[config.mk]
export PLATFORM = sky130hd
export DESIGN_NAME = qbsd_isqrt
export DESIGN_NICKNAME = d
export VERILOG_FILES = /design/src/rtl/qbsd_pkg.sv /design/src/rtl/qbsd_isqrt.sv
export SDC_FILE = /design/constraint.sdc
export NUM_CORES = 2
export LEC_CHECK = 0
export BUFFER_PORTS_ARGS = -buffer_cell sky130_fd_sc_hd__buf_2
export CAP_MARGIN = 0
export CORE_ASPECT_RATIO = 1.25
export CORE_MARGIN = 2
export CORE_UTILIZATION = 30
export DETAILED_ROUTE_END_ITERATION = 6
export HOLD_SLACK_MARGIN = 0.12
export PLACE_DENSITY = 0.42
export SLEW_MARGIN = 0
export SYNTH_ARGS = -nofsm -noshare
export SYNTH_HDL_FRONTEND = slang
export SYNTH_MEMORY_MAX_BITS = 65536
export SYNTH_SLANG_ARGS = --single-unit
[constraint.sdc]
create_clock -name i_clk -period 5.8 [get_ports i_clk]
set_clock_uncertainty 0.2 [all_clocks]
set_input_delay 1.16 -clock i_clk [delete_from_list [all_inputs] [get_ports i_clk]]
set_output_delay 1.16 -clock i_clk [all_outputs]
set_load 0.005 [all_outputs]
[src/rtl/qbsd_pkg.sv]
`timescale 1ns / 1ps

package qbsd_pkg;

    // Fixed-point formats of the item fields and the internal datapath.
    localparam int COORD_W    = 32;
    localparam int FRAC_BITS  = 16;
    localparam int LOCAL_FRAC = 28;
    localparam int SEL_W      = 3;
    localparam int DIMS_W     = 2;
    localparam int STAT_W     = 2;
    localparam int N_NODES    = 3;
    localparam int N_AXES     = 3;
    localparam int N_LANES    = N_NODES * N_AXES;

    // Local derivative constants and their magnitudes.
    localparam int DN_W   = 31;
    localparam int DNM_W  = 30;
    // Tangent products, sums, magnitudes and normalized values.
    localparam int PROD_W  = COORD_W + DN_W;
    localparam int JT_W    = 64;
    localparam int MAG_W   = 62;
    localparam int POS_W   = 6;
    localparam int SHIFT_W = 5;
    localparam int NORM_W  = 30;
    localparam int SQ_W    = 2 * NORM_W;
    localparam int SUM_W   = 62;
    // Long division and square root.
    localparam int QUOT_W    = COORD_W + 2;
    localparam int DIV_STEPS = QUOT_W;
    localparam int NUM_W     = SQ_W + 2 * FRAC_BITS + 1;
    localparam int SQRT_STEPS = 32;
    localparam int SQRT_W    = 64;
    localparam int ROOT_W    = 31;
    localparam int DM_W      = COORD_W + 2;

    // Point selector codes.
    localparam logic [SEL_W-1:0] PT_GAUSS_NEG = 3'd0;
    localparam logic [SEL_W-1:0] PT_GAUSS_POS = 3'd1;
    localparam logic [SEL_W-1:0] PT_NODE_LO   = 3'd2;
    localparam logic [SEL_W-1:0] PT_NODE_HI   = 3'd3;
    localparam logic [SEL_W-1:0] PT_NODE_MID  = 3'd4;

    // Status codes.
    localparam logic [STAT_W-1:0] ST_OK   = 2'd0;
    localparam logic [STAT_W-1:0] ST_ZERO = 2'd1;
    localparam logic [STAT_W-1:0] ST_SAT  = 2'd2;

    typedef struct packed {
        logic signed [COORD_W-1:0] node0_x;
        logic signed [COORD_W-1:0] node0_y;
        logic signed [COORD_W-1:0] node0_z;
        logic signed [COORD_W-1:0] node1_x;
        logic signed [COORD_W-1:0] node1_y;
        logic signed [COORD_W-1:0] node1_z;
        logic signed [COORD_W-1:0] mid_x;
        logic signed [COORD_W-1:0] mid_y;
        logic signed [COORD_W-1:0] mid_z;
        logic        [SEL_W-1:0]   point_select;
    } t_in_item;

    typedef struct packed {
        logic signed [COORD_W-1:0] jac_det;
        logic signed [COORD_W-1:0] dx_node0;
        logic signed [COORD_W-1:0] dx_node1;
        logic signed [COORD_W-1:0] dx_mid;
        logic signed [COORD_W-1:0] dy_node0;
        logic signed [COORD_W-1:0] dy_node1;
        logic signed [COORD_W-1:0] dy_mid;
        logic signed [COORD_W-1:0] dz_node0;
        logic signed [COORD_W-1:0] dz_node1;
        logic signed [COORD_W-1:0] dz_mid;
        logic        [STAT_W-1:0]  status;
    } t_out_item;

    // Per-item control carried through the front stages.
    typedef struct packed {
        logic [SEL_W-1:0]   sel;
        logic [DIMS_W-1:0]  dims;
        logic [N_AXES-1:0]  jneg;
        logic               zero;
        logic [SHIFT_W-1:0] k;
        logic [DM_W-1:0]    dm1;
    } t_meta;

    // Per-item control carried alongside the divider and square root.
    typedef struct packed {
        logic               zero;
        logic [DIMS_W-1:0]  dims;
        logic [SHIFT_W-1:0] k;
        logic               neg0;
        logic [DM_W-1:0]    dm1;
        logic [N_LANES-1:0] lane_nz;
        logic [N_LANES-1:0] lane_ovf;
        logic [N_LANES-1:0] lane_neg;
    } t_side;

    // Local derivatives [r-0.5, r+0.5, -2r] in Q.28 for each point.
    function automatic logic signed [DN_W-1:0] dn_const(input logic [SEL_W-1:0] sel,
                                                        input logic [1:0] idx);
        logic signed [DN_W-1:0] v0;
        logic signed [DN_W-1:0] v1;
        logic signed [DN_W-1:0] v2;
        logic signed [DN_W-1:0] res;
        unique case (sel)
            PT_GAUSS_NEG: begin
                v0 = -31'sd289199011; v1 = -31'sd20763555;  v2 = 31'sd309962566;
            end
            PT_GAUSS_POS: begin
                v0 = 31'sd20763555;   v1 = 31'sd289199011;  v2 = -31'sd309962566;
            end
            PT_NODE_LO: begin
                v0 = -31'sd402653184; v1 = -31'sd134217728; v2 = 31'sd536870912;
            end
            PT_NODE_HI: begin
                v0 = 31'sd134217728;  v1 = 31'sd402653184;  v2 = -31'sd536870912;
            end
            default: begin
                v0 = -31'sd134217728; v1 = 31'sd134217728;  v2 = 31'sd0;
            end
        endcase
        unique case (idx)
            2'd0:    res = v0;
            2'd1:    res = v1;
            2'd2:    res = v2;
            default: res = '0;
        endcase
        return res;
    endfunction

    function automatic logic [DNM_W-1:0] dn_mag(input logic [SEL_W-1:0] sel,
                                                 input logic [1:0] idx);
        logic signed [DN_W-1:0] v;
        v = dn_const(sel, idx);
        return v[DN_W-1] ? DNM_W'(-v) : DNM_W'(v);
    endfunction

endpackage

[src/rtl/qbsd_isqrt.sv]
`timescale 1ns / 1ps

// Integer square root, one root bit per stage, padded to the divider latency.
module qbsd_isqrt
    import qbsd_pkg::*;
(
    input  logic              i_clk,
    input  logic              i_en,
    input  logic [SUM_W-1:0]  i_rad,
    output logic [ROOT_W-1:0] o_root
);

    localparam int PAD = DIV_STEPS - SQRT_STEPS;

    logic [SQRT_W-1:0] r_x [SQRT_STEPS];
    logic [SQRT_W-1:0] r_r [SQRT_STEPS];
    logic [ROOT_W-1:0] r_pad [PAD];

    genvar t;
    generate
        for (t = 0; t < SQRT_STEPS; t++) begin : g_step
            localparam logic [SQRT_W-1:0] BIT = SQRT_W'(1) << (SQRT_W - 2 - 2 * t);
            logic [SQRT_W-1:0] prev_x;
            logic [SQRT_W-1:0] prev_r;
            logic [SQRT_W-1:0] n_x;
            logic [SQRT_W-1:0] n_r;

            if (t == 0) begin : g_first
                assign prev_x = SQRT_W'(i_rad);
                assign prev_r = '0;
            end else begin : g_next
                assign prev_x = r_x[t-1];
                assign prev_r = r_r[t-1];
            end

            // Accept this root bit when the remainder allows it.
            always_comb begin
                if (prev_x >= prev_r + BIT) begin
                    n_x = prev_x - (prev_r + BIT);
                    n_r = (prev_r >> 1) + BIT;
                end else begin
                    n_x = prev_x;
                    n_r = prev_r >> 1;
                end
            end

            always_ff @(posedge i_clk) begin
                if (i_en) begin
                    r_x[t] <= n_x;
                    r_r[t] <= n_r;
                end
            end
        end

        // Delay stages that line the root up with the quotients.
        for (t = 0; t < PAD; t++) begin : g_pad
            always_ff @(posedge i_clk) begin
                if (i_en) begin
                    if (t == 0) begin
                        r_pad[t] <= ROOT_W'(r_r[SQRT_STEPS-1]);
                    end else begin
                        r_pad[t] <= r_pad[(t == 0) ? 0 : t-1];
                    end
                end
            end
        end
    endgenerate

    assign o_root = r_pad[PAD-1];

endmodule

# == Word level (Yosys, flattened, before mapping) ==
# Memories as Yosys holds them, arrays and structs flattened.
# Cells that the tools add are included.
# classes
order_cmp,32
mux,66
addsub,94
# ops
operator,count
two-way mux 64 bit,63
greater-or-equal comparator 64 bit,31
subtractor 64 bit,31
"adder 63 x 1 -> 64 bit, second input constant",1
"adder 63 x 11 -> 64 bit, second input constant",1
"adder 63 x 13 -> 64 bit, second input constant",1
"adder 63 x 15 -> 64 bit, second input constant",1
"adder 63 x 17 -> 64 bit, second input constant",1
"adder 63 x 19 -> 64 bit, second input constant",1
"adder 63 x 21 -> 64 bit, second input constant",1
"adder 63 x 23 -> 64 bit, second input constant",1
"adder 63 x 25 -> 64 bit, second input constant",1
"adder 63 x 27 -> 64 bit, second input constant",1
"adder 63 x 29 -> 64 bit, second input constant",1
"adder 63 x 3 -> 64 bit, second input constant",1
"adder 63 x 31 -> 64 bit, second input constant",1
"adder 63 x 33 -> 64 bit, second input constant",1
"adder 63 x 35 -> 64 bit, second input constant",1
"adder 63 x 37 -> 64 bit, second input constant",1
"adder 63 x 39 -> 64 bit, second input constant",1
"adder 63 x 41 -> 64 bit, second input constant",1
"adder 63 x 43 -> 64 bit, second input constant",1
"adder 63 x 45 -> 64 bit, second input constant",1
"adder 63 x 47 -> 64 bit, second input constant",1
45 further kinds,46
# word_totals
out_inout_bits,31
n_memories,3
inputBits,64
reg_bits,0
mem_bits_rw,4158
wordCells,195
# mem_list
name,words,word_bits,rd,rd_clocked_by_memory_dff,wr,line_no,text
r_r,32,64,32,0,32,qbsd_isqrt.sv:16,logic [SQRT_W-1:0] r_r [SQRT_STEPS];
r_x,32,64,31,0,32,qbsd_isqrt.sv:15,logic [SQRT_W-1:0] r_x [SQRT_STEPS];
r_pad,2,31,2,0,2,qbsd_isqrt.sv:17,logic [ROOT_W-1:0] r_pad [PAD];

# == Longest topological paths before layout ==
# An unclocked memory read counts as a cell.
# logic_depth
ltp_word,4
mapped_depth,15

# == Worst setup path before layout ==
# OpenSTA, ideal clock, no wires.
# synth_path
path_type,register to register
from,"mem r_x[24][32], in the netlist r_x[1][544]"
to,"mem r_x[25][54], in the netlist r_x[1][630], data pin"
stages_incl_launch_ff,13
required_time_ps,5342
arrival_time_ps,3556
synth_period_minus_slack_ps,4014
setup_time_ps,258
path_slack_ps,1786
path_cell_list,edfxtp_1 -> ha_1 -> buf_2 -> or4bb_1 -> or4_1 -> nor4_1 -> nor3_1 -> a2111oi_1 -> nand2_1 -> or2_1 -> clkbuf_1 -> or4_1 -> xnor2_1
# synth_lines
element,line_no
from (decl),qbsd_isqrt.sv:15

==> results.yml <==
critical_path:
  cp_max_fo: 7
  crit_chain: "ha_1 > and3_1 > nor2b_1 > nand3_1 > nor3_1 > o21ai_0 > a221oi_1 > nand3b_1 > xnor2_1"
  worstPathArrival_ns: 5.92
  cp.required_ns: 6.31
  max_stage_delay_ns: 1.08
  slowest_stage: "nor3_1"
  endpoint_kind: "flip-flop"
  crit_type: "flip-flop to flip-flop"
  start_kind: "flip-flop"
place:
  dpl.hpwl_mm: 270
  gp_congestion: 1.01
  dp_cells: 14700
  port-buffer-count: 94
timing:
  whs_ns: 0.166
  worst_pin_slew_ns: 1.38
  finalHoldViolations: 0
  min_period_ns: 5.41
  slew_viol_final: 0
  rsz0062_at_grt: "false"
  setup_violations: 0
  fmax_ghz: 0.185
  setup-tns-final_ns: 0
  slew_headroom_pct: 5.40
  min_period_over_period_pct: 93.3
floorplan:
  fp.dieArea_um2: 405000
  die_height_um: 711
  core_area_um2: 398000
  start_util_pct: 30.2
  die_x_um: 570
  io-pin-count: 95
  rows: 259
clocking:
  postCtsSetupRepairBufs: 0
  htreeDepth: 5
  cts_tree: "done"
  clock-sinks: 2539
  cts-root-buf: "clkbuf_16"
  cts_buffers: 288
  clkLatencyLatePin_ns: 0.92
  clk_pin_slew_ns: 0.06
  clk_path_buf_depth: 4
drt:
  drt_iter0_markers: 4695
  totalWireLength_mm: 348
  drc_errors: 1
  post_drt_via_cell_ratio: 4.92
  wl_per_cell_um: 22.8
  ant_nets: 0
  firstDrtPassIters: 7
  via_count: 75000
grt:
  grt_pass1_wl_mm: 510
  grt_pass1_vias: 78300
  grt_usage_pct: 16.8
  antenna_found_initial: 6
  grt_max_degree: 138
  grt.overflow.total: 0
cells_and_area:
  area_growth_pct: 14.4
  drive_gt1_share_pct: 8.02
  final_common_cell: "edfxtp_1"
  fin_util_pct: 34.5
  final-instance-count-excl-fill: 15200
  final_nets: 10400
  final_cell_mix: "edfxtp_1 (2,539), inv_1 (681), nand2_1 (607)"
power_and_ir_drop:
  power_mw: 53.5
  ir_drop_mv: 0.222
  power_density_nw_per_um2: 389
  p_leak_nw: 50.1
synthesis:
  synth_edf_count: 2539
  async_flop_share_pct: 0
  ys_types: 88
  yosys_warnings: 0
  synth_seq_area_share_pct: 63.5
  synth_cells: 9441
  avgSynthCellArea_um2: 12.7
  ys_dominant_reg_cell: "edfxtp_1"
  synth_seq_cells: 2539
  synth_area_um2: 120000
  syn-num-nets: 10000
hold_path:
  hold_class: "flip-flop to flip-flop"
status:
  failed_checks: "DRC"
  status: "finished, violations left"
job:
  maxCapViolations: 0
-- flip-flops by register name, indices dropped and copies added, names as in the netlist --
signal and flops:
r_r 496, r_pad 62, r_x 1981
-- synth_stat cells, drive strengths merged, types with 36 or more instances --
cell    number  share of area, %
o211ai      38              0.24
nand2      607               1.9
a31oi       41              0.21
or4         72              0.45
nor3       283               1.2
o21bai      48              0.30
ha         525               5.5
edfxtp    2539                63
nor4b       52              0.38
nor2b       74              0.39
or2         57              0.30
and3        50              0.26
mux2        62              0.58
nand4      140              0.73
a211oi      36              0.23
nor2       551               1.7
buf         64              0.32
o21ai      458               1.9
nor4       352               1.9
a21oi      543               2.3
and2        41              0.21
or3        118              0.63
o31ai       56              0.35
clkbuf     148              0.46
inv        683               2.1
a21o       193               1.2
nand2b      89              0.46
xnor2      434               3.2
xor2       433               3.2
o21a       100              0.63
nand3      196              0.82
-- final cells by class --
class / instances / area (um2)
fillers: 38600 / 261000
flip-flops and latches: 2539 / 76200
multi-input cells: 6007 / 40500
clock buffers: 351 / 7550
well taps: 5220 / 6530
inverters: 683 / 2560
repair buffers: 275 / 2210
clock inverters: 162 / 1830
diodes: 4 / 10.0
-- report_power, final --
group | internal [mW] | switching, mW
Sequential | 23.0 | 1.95
Clock | 10.7 | 7.60
Combinational | 3.98 | 6.30
Total | 37.6 | 15.8
-- what timing repair did --
action	4_1_cts	5_1_grt
hold endpoints to repair	49	0
hold buffers	49	0
gates resized for setup	0	0
-- logic make-up (layout without fill, tap and decap cells) --
kind of cell             after synthesis  count (layout)  share of synthesized area, %
AND/OR/NAND/NOR                     2813            2813                          12.2
flip-flops                          2539            2539                          63.5
AO/OA/AOI/OAI                       1728            1728                          8.90
buffers and inverters                895            1471                          2.92
XOR/XNOR                             867             867                          6.32
adder cells (fa/ha/maj)              525             525                          5.47
multiplexers                          74              74                         0.681
other                                  0               4                             0
-- through the flow --
stage	setup slack, ns	instance area, um2
floorplan	1.79	120000
global placement	-0.398	128000
detailed placement	0.243	128000
CTS	0.254	137000
global route	0.249	137000
finish	0.391	137000
-- per-layer routing --
| layer | global-route usage [%] | vias to the layer above | wire [um] |
|---|---|---|---|
| met3 | 1.99 | 627 | 9450 |
| met5 | 0 | - | 0 |
| met1 | 15.5 | 36900 | 116000 |
| met2 | 35.3 | 1410 | 204000 |
| li1 | - | 36100 | - |
| met4 | 8.02 | 0 | 18200 |
-- critical path, delay by kind of cell, from the launching register on --
| family | cells | cell delay, ns |
|---|---|---|
| flip-flops | 1 | 0.48 |
| XOR/XNOR | 1 | 0.41 |
| adder cells (fa/ha/maj) | 1 | 0.44 |
| AND/OR/NAND/NOR | 5 | 2.24 |
| AO/OA/AOI/OAI | 2 | 1.43 |
-- path summary, 6_finish.rpt --
kind               start           to  slack (ns)  cells after the start
min          r_r[17][34]  r_r[18][33]        0.17                      0
max reg2reg  r_x[1][165]  r_x[1][243]        0.39                      9
max          r_x[1][165]  r_x[1][243]        0.39                      9
min reg2reg  r_r[17][34]  r_r[18][33]        0.17                      0
Power figures use the tool's default switching activity.
